==> src/hw/rtl/assert_macros.svh <==
// -----------------------------------------------------------------------------
// Assertion macros
// Clocked concurrent assertion helpers shared by the RTL.
// -----------------------------------------------------------------------------
`ifndef ASSERT_MACROS_SVH
`define ASSERT_MACROS_SVH

// Check a property at every rising clk edge outside of reset.
`define ASSERT_CLK(label, prop, msg) \
  label: assert property (@(posedge clk) disable iff (rst) (prop)) else $error(msg);

// Check a property at every rising clk edge, reset included.
`define ASSERT_ALWAYS(label, prop, msg) \
  label: assert property (@(posedge clk) (prop)) else $error(msg);

`endif

==> src/hw/rtl/slt_pkg.sv <==
// -----------------------------------------------------------------------------
// Shell line tokenizer package
// Event, token and lexer mode codes, character constants and result type.
// -----------------------------------------------------------------------------
package slt_pkg;

  localparam logic [1:0] EV_BYTE = 2'd0;
  localparam logic [1:0] EV_END  = 2'd1;
  localparam logic [1:0] EV_LINE = 2'd2;

  localparam logic [1:0] KIND_WORD   = 2'd0;
  localparam logic [1:0] KIND_QUOTED = 2'd1;
  localparam logic [1:0] KIND_OP     = 2'd2;

  localparam logic [1:0] MODE_IDLE  = 2'd0;
  localparam logic [1:0] MODE_WORD  = 2'd1;
  localparam logic [1:0] MODE_QUOTE = 2'd2;
  localparam logic [1:0] MODE_OP    = 2'd3;

  localparam logic [7:0] CH_NUL   = 8'h00;
  localparam logic [7:0] CH_DQ    = 8'h22;
  localparam logic [7:0] CH_SQ    = 8'h27;
  localparam logic [7:0] CH_AMP   = 8'h26;
  localparam logic [7:0] CH_PIPE  = 8'h7c;
  localparam logic [7:0] CH_LT    = 8'h3c;
  localparam logic [7:0] CH_GT    = 8'h3e;
  localparam logic [7:0] CH_SPACE = 8'h20;
  localparam logic [7:0] CH_TAB   = 8'h09;
  localparam logic [7:0] CH_CR    = 8'h0d;

  typedef struct packed {
    logic [1:0] event_kind;
    logic [7:0] out_byte;
    logic [1:0] token_kind;
    logic [7:0] token_count;
    logic       last_of_run;
  } result_t;

endpackage

==> src/hw/rtl/shell_line_tokenizer.sv <==
// -----------------------------------------------------------------------------
// Shell line tokenizer
// Splits a command line, one byte per transaction, into token bytes,
// token-end marks and a line-end event with the token count.
//
//   channel  direction  handshake                  payload
//   line     in         line_valid / line_ready    line_byte
//   event    out        event_valid / event_ready  event_kind, out_byte,
//                                                  token_kind, token_count,
//                                                  last_of_run
//
// A byte is lexed in the cycle it is taken; its zero to two results enter a
// four-entry result queue and leave one per cycle while event_ready is high,
// from the next cycle on. Sustained rate: one byte per cycle while each byte
// gives at most one result and event_ready stays high. line_ready is high
// while the queue, after this cycle's read, holds at most one entry.
// Synchronous reset empties the queue and idles the lexer.
// -----------------------------------------------------------------------------
module shell_line_tokenizer #(
  parameter int TOKEN_COUNT_MAX = 255
) (
  input  logic       clk,
  input  logic       rst,
  input  logic       line_valid,
  output logic       line_ready,
  input  logic [7:0] line_byte,
  output logic       event_valid,
  input  logic       event_ready,
  output logic [1:0] event_kind,
  output logic [7:0] out_byte,
  output logic [1:0] token_kind,
  output logic [7:0] token_count,
  output logic       last_of_run
);

  `include "assert_macros.svh"

  localparam logic [7:0] CNT_LIMIT =
    (TOKEN_COUNT_MAX < 255) ? 8'(TOKEN_COUNT_MAX) : 8'd255;

  logic [1:0] mode, mode_next;
  logic       quote_single, quote_single_next;
  logic [7:0] held_op, held_op_next;
  logic [7:0] tokens_done, tokens_done_next;

  slt_pkg::result_t fifo [4];
  logic [1:0] wr_ptr, rd_ptr;
  logic [2:0] count;
  logic [2:0] count_after_pop;

  slt_pkg::result_t res [3];
  logic [1:0] n_res;
  logic       do_idle;
  logic       b_space, b_op, b_quote;
  logic [7:0] quote_ch;
  logic       in_fire, out_fire;

  assign b_space = (line_byte == slt_pkg::CH_SPACE) ||
                   ((line_byte >= slt_pkg::CH_TAB) && (line_byte <= slt_pkg::CH_CR));
  assign b_op    = (line_byte == slt_pkg::CH_AMP) || (line_byte == slt_pkg::CH_PIPE) ||
                   (line_byte == slt_pkg::CH_LT)  || (line_byte == slt_pkg::CH_GT);
  assign b_quote = (line_byte == slt_pkg::CH_DQ) || (line_byte == slt_pkg::CH_SQ);
  assign quote_ch = quote_single ? slt_pkg::CH_SQ : slt_pkg::CH_DQ;

  assign out_fire        = event_valid && event_ready;
  assign count_after_pop = count - {2'b00, out_fire};
  assign line_ready      = (count_after_pop <= 3'd1);
  assign in_fire         = line_valid && line_ready;

  always_comb begin
    for (int i = 0; i < 3; i++) begin
      res[i] = '0;
    end
    n_res             = 2'd0;
    do_idle           = 1'b0;
    mode_next         = mode;
    quote_single_next = quote_single;
    held_op_next      = held_op;
    tokens_done_next  = tokens_done;

    if (line_byte == slt_pkg::CH_NUL) begin
      if (mode != slt_pkg::MODE_IDLE) begin
        if (tokens_done_next < CNT_LIMIT) begin
          tokens_done_next = tokens_done_next + 8'd1;
        end
        res[n_res].event_kind  = slt_pkg::EV_END;
        res[n_res].token_kind  = (mode == slt_pkg::MODE_WORD)  ? slt_pkg::KIND_WORD :
                                 (mode == slt_pkg::MODE_QUOTE) ? slt_pkg::KIND_QUOTED :
                                                                 slt_pkg::KIND_OP;
        res[n_res].token_count = tokens_done_next;
        n_res = n_res + 2'd1;
      end
      res[n_res].event_kind  = slt_pkg::EV_LINE;
      res[n_res].token_count = tokens_done_next;
      n_res = n_res + 2'd1;
      mode_next         = slt_pkg::MODE_IDLE;
      quote_single_next = 1'b0;
      held_op_next      = 8'd0;
      tokens_done_next  = 8'd0;
    end else begin
      case (mode)
        slt_pkg::MODE_WORD: begin
          if (b_space || b_op) begin
            if (tokens_done_next < CNT_LIMIT) begin
              tokens_done_next = tokens_done_next + 8'd1;
            end
            res[n_res].event_kind  = slt_pkg::EV_END;
            res[n_res].token_kind  = slt_pkg::KIND_WORD;
            res[n_res].token_count = tokens_done_next;
            n_res = n_res + 2'd1;
            mode_next    = slt_pkg::MODE_IDLE;
            held_op_next = 8'd0;
            do_idle      = 1'b1;
          end else begin
            res[n_res].event_kind  = slt_pkg::EV_BYTE;
            res[n_res].out_byte    = line_byte;
            res[n_res].token_kind  = slt_pkg::KIND_WORD;
            res[n_res].token_count = tokens_done_next;
            n_res = n_res + 2'd1;
          end
        end
        slt_pkg::MODE_QUOTE: begin
          if (line_byte == quote_ch) begin
            if (tokens_done_next < CNT_LIMIT) begin
              tokens_done_next = tokens_done_next + 8'd1;
            end
            res[n_res].event_kind  = slt_pkg::EV_END;
            res[n_res].token_kind  = slt_pkg::KIND_QUOTED;
            res[n_res].token_count = tokens_done_next;
            n_res = n_res + 2'd1;
            mode_next    = slt_pkg::MODE_IDLE;
            held_op_next = 8'd0;
          end else begin
            res[n_res].event_kind  = slt_pkg::EV_BYTE;
            res[n_res].out_byte    = line_byte;
            res[n_res].token_kind  = slt_pkg::KIND_QUOTED;
            res[n_res].token_count = tokens_done_next;
            n_res = n_res + 2'd1;
          end
        end
        slt_pkg::MODE_OP: begin
          if (line_byte == held_op) begin
            res[n_res].event_kind  = slt_pkg::EV_BYTE;
            res[n_res].out_byte    = line_byte;
            res[n_res].token_kind  = slt_pkg::KIND_OP;
            res[n_res].token_count = tokens_done_next;
            n_res = n_res + 2'd1;
          end else begin
            do_idle = 1'b1;
          end
          if (tokens_done_next < CNT_LIMIT) begin
            tokens_done_next = tokens_done_next + 8'd1;
          end
          res[n_res].event_kind  = slt_pkg::EV_END;
          res[n_res].token_kind  = slt_pkg::KIND_OP;
          res[n_res].token_count = tokens_done_next;
          n_res = n_res + 2'd1;
          mode_next    = slt_pkg::MODE_IDLE;
          held_op_next = 8'd0;
        end
        default: begin
          do_idle = 1'b1;
        end
      endcase

      if (do_idle && !b_space) begin
        if (b_quote) begin
          mode_next         = slt_pkg::MODE_QUOTE;
          quote_single_next = (line_byte == slt_pkg::CH_SQ);
        end else if (b_op) begin
          mode_next    = slt_pkg::MODE_OP;
          held_op_next = line_byte;
          res[n_res].event_kind  = slt_pkg::EV_BYTE;
          res[n_res].out_byte    = line_byte;
          res[n_res].token_kind  = slt_pkg::KIND_OP;
          res[n_res].token_count = tokens_done_next;
          n_res = n_res + 2'd1;
        end else begin
          mode_next = slt_pkg::MODE_WORD;
          res[n_res].event_kind  = slt_pkg::EV_BYTE;
          res[n_res].out_byte    = line_byte;
          res[n_res].token_kind  = slt_pkg::KIND_WORD;
          res[n_res].token_count = tokens_done_next;
          n_res = n_res + 2'd1;
        end
      end
    end

    for (int i = 0; i < 3; i++) begin
      res[i].last_of_run = (2'(i) == (n_res - 2'd1));
    end
  end

  always_ff @(posedge clk) begin
    if (rst) begin
      mode         <= slt_pkg::MODE_IDLE;
      quote_single <= 1'b0;
      held_op      <= 8'd0;
      tokens_done  <= 8'd0;
      wr_ptr       <= 2'd0;
      rd_ptr       <= 2'd0;
      count        <= 3'd0;
    end else begin
      if (in_fire) begin
        mode         <= mode_next;
        quote_single <= quote_single_next;
        held_op      <= held_op_next;
        tokens_done  <= tokens_done_next;
        wr_ptr       <= wr_ptr + n_res;
      end
      if (out_fire) begin
        rd_ptr <= rd_ptr + 2'd1;
      end
      count <= count_after_pop + (in_fire ? {1'b0, n_res} : 3'd0);
    end
  end

  always_ff @(posedge clk) begin
    if (in_fire) begin
      for (int i = 0; i < 3; i++) begin
        if (2'(i) < n_res) begin
          fifo[wr_ptr + 2'(i)] <= res[i];
        end
      end
    end
  end

  assign event_valid = (count != 3'd0);
  assign event_kind  = fifo[rd_ptr].event_kind;
  assign out_byte    = fifo[rd_ptr].out_byte;
  assign token_kind  = fifo[rd_ptr].token_kind;
  assign token_count = fifo[rd_ptr].token_count;
  assign last_of_run = fifo[rd_ptr].last_of_run;

  `ASSERT_CLK(a_queue_bound, count <= 3'd4, "result queue over capacity")
  `ASSERT_CLK(a_line_clears,
    (in_fire && line_byte == slt_pkg::CH_NUL) |=>
      (mode == slt_pkg::MODE_IDLE && tokens_done == 8'd0),
    "lexer state not cleared after line end")
  `ASSERT_CLK(a_count_limit, tokens_done <= CNT_LIMIT, "token count above limit")
  `ASSERT_CLK(a_held_op, (mode == slt_pkg::MODE_OP) |-> (held_op != 8'd0),
    "operator mode without held operator")
  `ASSERT_CLK(a_event_code, event_valid |-> (event_kind != 2'd3),
    "undefined event code on output")

endmodule

==> config.mk <==
export PLATFORM = sky130hd
export DESIGN_NAME = shell_line_tokenizer
export DESIGN_NICKNAME = d
export VERILOG_FILES = /design/src/hw/rtl/slt_pkg.sv /design/src/hw/rtl/shell_line_tokenizer.sv
export VERILOG_INCLUDE_DIRS = /design/src /design/src/hw/rtl
export SDC_FILE = /design/constraint.sdc
export NUM_CORES = 1
export LEC_CHECK = 0
export BUFFER_PORTS_ARGS = -buffer_cell sky130_fd_sc_hd__buf_2
export CAP_MARGIN = 10
export CORE_UTILIZATION = 45
export CTS_BUF_LIST = sky130_fd_sc_hd__clkbuf_2 sky130_fd_sc_hd__clkbuf_4 sky130_fd_sc_hd__clkbuf_8
export CTS_CLUSTER_DIAMETER = 30
export DETAILED_ROUTE_END_ITERATION = 8
export GPL_TIMING_DRIVEN = 0
export SETUP_SLACK_MARGIN = 0.5
export SLEW_MARGIN = 25
export SYNTH_ARGS = -nofsm -noshare
export SYNTH_HDL_FRONTEND = slang
export SYNTH_SLANG_ARGS = --single-unit
==> constraint.sdc <==
create_clock -name clk -period 4.5 [get_ports clk]
set_clock_uncertainty 0.1 [all_clocks]
set_input_delay 0 -clock clk [delete_from_list [all_inputs] [get_ports clk]]
set_output_delay 0 -clock clk [all_outputs]
set_load 0.03 [all_outputs]
# ---- Word level (Yosys, flattened, before mapping)
# Memory sizes are Yosys's and may differ from the RTL's. A register that Yosys moved wholly into a read port is not among the register bits.
# Index checks and enable logic that the tools add are counted.
dict set report classes {
  add_sub_neg 11
  magnitude_cmp 13
  n_eq_ne 16
  n_mux 107
  bitwise_logic 3
  reduce_logical 25
}
# cell n
set op_table {}
lappend op_table {{63-bit bitwise mux} 11}
lappend op_table {{21-bit demux with 2-bit select} 9}
lappend op_table {{63-bit two-way mux} 4}
lappend op_table {{8-bit two-way mux} 19}
lappend op_table {{43-bit two-way mux} 2}
lappend op_table {{21-bit two-way mux} 4}
lappend op_table {{20-bit two-way mux} 3}
lappend op_table {{20-bit one-hot mux with 3 select lines} 1}
lappend op_table {{8-bit by 6-bit == test with 1-bit output (second input constant)} 6}
lappend op_table {{8-bit one-hot mux with 3 select lines} 2}
lappend op_table {{2-bit two-way mux} 19}
lappend op_table {{9-bit two-way mux} 3}
lappend op_table {{11-bit two-way mux} 2}
lappend op_table {{21-bit OR reduction} 1}
lappend op_table {{1-bit two-way mux} 20}
lappend op_table {{10-bit two-way mux} 2}
lappend op_table {{19-bit two-way mux} 1}
lappend op_table {{18-bit two-way mux} 1}
lappend op_table {{2-bit by 1-bit adder with 2-bit output (second input constant)} 5}
lappend op_table {{3-bit greater-or-equal comparator (second input constant)} 3}
lappend op_table {{3-bit by 1-bit less-than comparator with 1-bit output (second input constant)} 3}
lappend op_table {{2-bit NOT with 3-bit output} 3}
lappend op_table {{8-bit by 1-bit adder with 8-bit output (second input constant)} 1}
lappend op_table {{8-bit by 6-bit == test with 1-bit output} 1}
lappend op_table {{other kinds (33)} 49}
dict set report word_totals {
  regBits 26
  ram_bits 84
  in_bits 12
  out_inout_bits 23
  n_memories 1
}
# name depth word_bits read_ports rd_clocked_by_memory_dff wr line
set mem_list {}
lappend mem_list {fifo 4 21 1 1 2 shell_line_tokenizer.sv:46} ;# slt_pkg::result_t fifo [4];

# ---- Depth between registers and ports, before layout
# Gate-level depths: netlist (run 1).
dict set report logic_depth {
  word_depth 23
  mapped_depth 13
}

# ---- Least setup slack after synthesis (run 1)
# Ideal clock, no wire load.
dict set report synth_path {
  path_kind {register to register}
  startpoint {register count[2]}
  endpoint {memory fifo[0][0] (netlist bit), enable pin}
  setup_ns 0.406
  arrival_time_ns 3.476
  required_time_ns 3.994
  slack_ns 0.518
  path_stages_with_launch 10
  path_cell_list {dfxtp_1 > or3_1 > and2_1 > ha_1 > ha_1 > xnor2_1 > and2_1 > nand2_1 > clkbuf_1 > a21oi_1}
}
# item line
set synth_rtl {}
lappend synth_rtl {{from (decl)} shell_line_tokenizer.sv:48} ;# logic [2:0] count;
lappend synth_rtl {{from (signal assigned)} shell_line_tokenizer.sv:214} ;# count <= count_after_pop + (in_fire ? {1'b0, n_res} : 3'd0);
lappend synth_rtl {{to (decl)} shell_line_tokenizer.sv:46}

# ---- Worst setup path after layout (run 1)
dict set report layout_path {
  startpoint {register count[2]}
  endpoint {register count[2]}
}
dict set report layout_between {
  elab_chain_len 7
}
# item line
set layout_rtl {}
lappend layout_rtl {{3-bit nonzero test *} shell_line_tokenizer.sv:228} ;# assign event_valid = (count != 3'd0);
lappend layout_rtl {{1-bit logical AND *} shell_line_tokenizer.sv:65} ;# assign out_fire = event_valid && event_ready;
lappend layout_rtl {{named net out_fire} shell_line_tokenizer.sv:56} ;# logic in_fire, out_fire;
lappend layout_rtl {{3-bit by 1-bit subtractor with 3-bit output *} shell_line_tokenizer.sv:66} ;# assign count_after_pop = count - {2'b00, out_fire};
lappend layout_rtl {{3-bit by 1-bit <= comparator with 1-bit output} shell_line_tokenizer.sv:67} ;# assign line_ready = (count_after_pop <= 3'd1);
lappend layout_rtl {{1-bit logical AND} shell_line_tokenizer.sv:68} ;# assign in_fire = line_valid && line_ready;
lappend layout_rtl {{2-bit two-way mux} shell_line_tokenizer.sv:214}
lappend layout_rtl {{3-bit by 2-bit adder with 3-bit output *} shell_line_tokenizer.sv:214}
# Mark *: on every way through the listed nets, which the timed path passes. The rest lies on a longest branch.
# A chain may end at the register's enable or synchronous reset.

==> summary.md, run 1 <==
| Metric | Value |
|---|---|
| Via density | `between 6 and 7` |
| Yosys top cell by area | `edfxtp_1` |
| Top post-synthesis cells by area | `edfxtp_1 36%, dfxtp_1 8.0%, mux4_2 6.8%` |
| Period minus WS final | `roughly 3700 ps` |
| Final Setup Violations | `0` |
| Top cell by count, worst path | `ha_1` |
| Antenna violations before repair | `0` |
| Setup Crit Path Kind | `reg2reg` |
| Wire length per cell | `approximately 23 um` |
| Tcrit/Tclk final | `83.2%` |
| Synthesized cell area | `7000 um^2` |
| Share of cells above drive strength 1 | `18.5%` |
| Crit start category | `register` |
| Chip Height | `around 130 um` |
| Die Wd | `127 um` |
| Top cell type's share of synthesized area | `36.0%` |
| Diodes inserted | `0` |
| Post-Syn Area per Cell | `about 10 um^2` |
| Status | `complete, no violations` |
| Antenna Violating Nets Remaining | `0` |
| Tightest Pin Transition | `1010 ps` |
| Initial DRC count | `476` |
| Row count | `45` |
| H-tree lvl count | `3` |
| Setup WS pre-CTS | `a little over 800 ps` |
| Vias | `5809` |
| Total routed wirelength | `approximately 21000 um` |
| Initial core utilization | `a little under half` |
| RSZ-0062 raised after global routing | `no` |
| Count of warnings emitted by yosys | `0` |
| CP bufs+invs | `1` |
| Layout area overhead | `10.8%` |
| Cells after synthesis | `between 600 and 700` |
| CTS tree | `yes` |
| Die ar. | `16100 um^2` |
| Root buffer cell | `clkbuf_8` |
| Post-Syn Nets | `710` |
| Fin nets | `760` |
| Critical Path Source | `count[2]` |
| EDFF count, synth | `84` |
| Crit-path cells | `or3_1 -> and2_1 -> ha_1 -> ha_1 -> xnor2_1 -> and2_1 -> nand2_1 -> clkbuf_1 -> nor2_1 -> ha_1 -> fa_1 -> xor2_1 -> nor2_1` |
| Vias in the first global route | `around 5.5k` |
| Async SR Flop Fraction | `0%` |
| Sequential fraction of the synthesis area | `between 40% and 50%` |
| Worst path slowest cell | `clkbuf_1` |
| DRC errors left | `0` |
| Hold Startpoint | `line_byte[6]` |
| Final hold vios | `0` |
| CP peak stage delay | `630 ps` |
| HPWL after DPL | `15400 um` |
| PwrDens | `544 nW/um^2` |
| Worst-Skew Late Latency | `390 ps` |
| Slew margin rel. | `about a third` |
| Worst EP required | `approximately 4700 ps` |
| First-pass DRT Iterations | `5` |
| Routability Congestion | `0.957` |
| CP max FO | `10` |
| Synth cell count leaders | `84 x edfxtp_1, 76 x nand2_1, 70 x nor2_1` |
| Clock-pin slew on the worst setup and hold paths | `approximately 110 ps` |
| Type of the most critical hold path | `in2reg` |
| Remaining global-route overflow | `0` |
| Ys flop type | `edfxtp_1` |
| IO buf count | `31` |
| LEAKAGE | `2.69 nW` |
| First-pass GRT wire length | `32100 um` |
| Min Hold Slack | `50.5 ps` |
| Max-cap violation count | `0` |
| Fmax | `267 MHz` |
| Core box area | `roughly 15000 um^2` |
| Number of I/O pins | `35` |
| CP endpoint kind | `register` |
| Post-synthesis register bit count | `112` |
| Total Neg Setup Slack | `0 ps` |
| Crit path max-delay family | `simple AND/OR/NAND/NOR gates` |
| Top-count cell post-synth | `edfxtp_1` |
| Fin. max-slew vios | `0` |
| CTS resizes | `0` |
| CTS Buf Count | `9` |
| Clock sink count | `112` |
| Synth cell types | `~80` |
| Largest net degree at the start of global routing | `19` |
| Reg2reg start | `count[2]` |
| CTS max path bufs | `2` |
| GRT Resource Usage Total | `between 20 and 30%` |
| Crit path arrival time | `a little under 4000 ps` |
| Max VDD drop | `between 0.3 and 0.4 mV` |
| Post-route setup slack | `756 ps` |
## sequential cells by signal (all words and copies together), names as in the netlist, named ones only
signal and cells:
held_op 8, count 3, wr_ptr 2, quote_single 1, rd_ptr 2, mode 2, fifo 84, tokens_done 8
## routing by layer
metal | wire length, um | global-route usage (%)
met2 | 9710 | 43.0
met5 | 0 | 0
met3 | 1330 | 3.50
met1 | 9020 | 35.8
met4 | 1030 | 14.7
## cell usage in the layout (no fill, tap or decap), types with 13 or more instances in the layout
| cell | count |
|---|---|
| nor3_1 | 13 |
| nand3_1 | 16 |
| nor2_1 | 69 |
| o21ai_0 | 25 |
| mux2i_1 | 14 |
| dfxtp_1 | 28 |
| a22oi_1 | 13 |
| clkbuf_1 | 21 |
| o221ai_1 | 14 |
| and2_1 | 25 |
| nand2_1 | 76 |
| mux4_2 | 21 |
| and3_1 | 16 |
| buf_2 | 47 |
| a21oi_1 | 47 |
| edfxtp_1 | 84 |
## worst reg2reg max path, cell delays in order, from the launching register on
cell      delay [ps]
dfxtp_1          340
or3_1            390
and2_1           210
ha_1             200
ha_1             190
xnor2_1          160
and2_1           190
nand2_1          230
clkbuf_1         630
nor2_1           170
ha_1             240
fa_1             370
xor2_1           160
nor2_1            60
## report_power, final
group          internal [mW]  total, mW  switching, mW
Clock                  0.210      0.568          0.358
Sequential              1.39       1.47         0.0784
Combinational          0.794       2.18           1.39
Total                   2.39       4.22           1.83
## cell families (layout without fill, tap and decap cells)
family          after synthesis  count (layout)  synth area share (%)
fa+ha+maj                    11              11                  2.07
xor+xnor                     21              21                  2.63
flops                       112             112                  44.0
buf+inv                      61             116                  4.09
mux                          36              36                  8.92
compound gates              178             178                  18.4
simple gates                268             268                  19.9
## stage by stage
stage	std cells	cell area [um^2]	utilization, %	power (mW)
after floorplan	687	7000	-	3.03
after global placement	906	7390	48.6	3.54
after detailed placement	910	7550	49.6	3.65
after CTS	930	7760	51.1	4.22
after global routing	930	7760	51.1	4.44
final	930	7760	51.1	4.22
## timing repair
action                    CTS  global route
hold endpoints to repair    9             0
setup buffers               0             0
hold buffers                4             0
## worst paths after layout
| path | end | slack, ps | cells past startpoint |
|---|---|---|---|
| max reg2reg | count[2] | 760 | 13 |
| min reg2reg | held_op[3] | 380 | 2 |
| min | held_op[6] | 50 | 4 |
| max | count[2] | 760 | 13 |
## layout make-up
type / instances / area [um^2]
Inverter: 14 / 55.1
Clock buffer: 10 / 131
Multi-Input combinational cell: 514 / 3670
Sequential cell: 112 / 3080
Fill cell: 1406 / 7440
Clock inverter: 6 / 43.8
Timing Repair Buffer: 39 / 305
Tap cell: 188 / 235
Buffer: 47 / 234
Note: power is estimated with default switching activity, not from simulation.
==> run 2, diff against run 1 <==
- clock period: 4.5 -> 3.93 ns (I/O delays scaled with it)
==> run 2 against run 1 <==
Wire length increased by 1.5%. Final cell count increased by 0.75%. Global-route usage is 0.24 points higher. Die area unchanged. Final area up 2.3%. Critical path type unchanged. Critical endpoint is now fifo[2][17]. Power increased by 20%. Sequential share of layout area is 0.88 points lower. Sequential power up 14%. Utilization up 1.2 points. Maximum frequency up 9.7%. Critical path depth down 2. Via count increased by 0.86%.
==> summary.md, run 2 (synthesis results as in run 1) <==
| Metric | Value |
|---|---|
| Tcrit/Tclk final | `86.8%` |
| Reg with most FFs | `fifo` |
| Max-cap violation count | `0` |
| Clock-pin slew on the worst setup and hold paths | `110 ps` |
| Vias | `between 5k and 6k` |
| Power consumption | `5.05 mW` |
| Slew margin rel. | `a little under a third` |
| Period minus WS final | `3410 ps` |
| Placed Area | `7520 um^2` |
| Tightest Pin Transition | `1030 ps` |
| Post-route setup slack | `518 ps` |
| IO buf count | `31` |
| Fin nets | `between 700 and 800` |
| Die Wd | `127 um` |
| Crit start category | `register` |
| CP max FO | `11` |
| Total Neg Setup Slack | `0 ps` |
| First-pass DRT Iterations | `6` |
| Setup Crit Path Kind | `reg2reg` |
| Share of cells above drive strength 1 | `20.2%` |
| DRC errors left | `0` |
| GRT Resource Usage Total | `27.2%` |
| Fin. max-slew vios | `0` |
| Max VDD drop | `~0.55 mV` |
| Via density | `6.25` |
| CTS max path bufs | `2` |
| CTS tree | `yes` |
| Largest register FFs | `between 80 and 90` |
| Worst-Skew Late Latency | `410 ps` |
| Row count | `45` |
| Diodes inserted | `0` |
| Final Setup Violations | `0` |
| Antenna violations before repair | `0` |
| Type of the most critical hold path | `in2reg` |
| Antenna Violating Nets Remaining | `0` |
| Setup WS pre-CTS | `234 ps` |
| Wire length per cell | `around 23 um` |
| LEAKAGE | `roughly 2.8 nW` |
| Min Hold Slack | `55.6 ps` |
| Core box area | `15200 um^2` |
| Largest net degree at the start of global routing | `22` |
| Final core utilization | `52.2%` |
| Crit path arrival time | `3480 ps` |
| Leading cell type in the layout, fill and taps excluded | `edfxtp_1` |
| Initial DRC count | `599` |
| Remaining global-route overflow | `0` |
| Fin area | `7940 um^2` |
| Worst EP required | `~4000 ps` |
| Most frequent cells in the layout | `84 x edfxtp_1, 76 x nand2_1, 69 x nor2_1, 47 x buf_2, 46 x a21oi_1` |
| Clock sink count | `112` |
| H-tree lvl count | `3` |
| Chip Height | `around 130 um` |
| Post-Place Cells | `909` |
| Total routed wirelength | `21400 um` |
| Root buffer cell | `clkbuf_8` |
| Regs by FF count | `fifo: 84 flops, held_op: 8 flops, tokens_done: 8 flops` |
| RSZ-0062 raised after global routing | `yes` |
| Initial core utilization | `a little under half` |
| Vias in the first global route | `5509` |
| Die ar. | `about 16000 um^2` |
| Fmax | `293 MHz` |
| CTS Buf Count | `9` |
| Number of I/O pins | `35` |
| First-pass GRT wire length | `32100 um` |
| Final hold vios | `0` |
| Status | `complete, no violations` |
| PwrDens | `636 nW/um^2` |
| Routability Congestion | `0.929` |
| Layout area overhead | `13.3%` |
| Finished Layout Cells | `approximately 940` |
| HPWL after DPL | `15400 um` |
| CP endpoint kind | `register` |
-- run 2: cell count changes in the layout (fill, tap and decap cells not counted), moves of 2 or more --
cell,change
clkbuf_1,-2
bufinv_16,+2
buf_4,+3
buf_12,+4
-- run 2: power by group --
| group | switching [mW] | total, mW | internal (mW) |
|---|---|---|---|
| Sequential | 0.0936 | 1.68 | 1.59 |
| Clock | 0.422 | 0.802 | 0.380 |
| Combinational | 1.62 | 2.56 | 0.938 |
-- run 2: final timing paths --
| kind | start | to | slack (ps) | depth (start not counted) |
|---|---|---|---|---|
| max | mode[1] | fifo[2][17] | 520 | 11 |
| min reg2reg | held_op[3] | held_op[3] | 390 | 2 |
| max reg2reg | mode[1] | fifo[2][17] | 520 | 11 |
| min | line_byte[6] | held_op[6] | 60 | 4 |
-- run 2: critical path, stage by stage, from the launching register on --
cell and delay (ps):
dfxtp_1 410, ha_1 170, clkbuf_1 330, a21bo_2 320, a31o_1 280, o21ai_4 310, inv_2 100, buf_6 160
o21ai_0 170, a2bb2oi_1 550, nor2_4 90, buf_12 170
-- run 2: area by class of cell --
cell class                 count  area (um^2)
buffer                        47          246
clock buffer                  10          138
clock inverter                 6         91.3
fill                        1402         7270
inverter                      14         55.1
multi-input combinational    515         3710
sequential                   112         3080
tap                          188          235
timing repair buffer          45          380
-- run 2: what timing repair did --
item	CTS	global route
gates cloned	0	1
endpoints found under the setup margin	39	100
hold endpoints to repair	12	0
hold buffers	4	0
resized for setup	2	13
pin swaps	1	5
setup buffers	1	6
-- run 2: routing by layer --
metal  GRT usage (%)  share of wire (%)  vias up
li1                -                  -     2705
met1            35.8                 43     2850
met2            43.8                 46      254
met3            4.18                6.8       50
met4            13.7                4.3        0
met5               0                  0        -
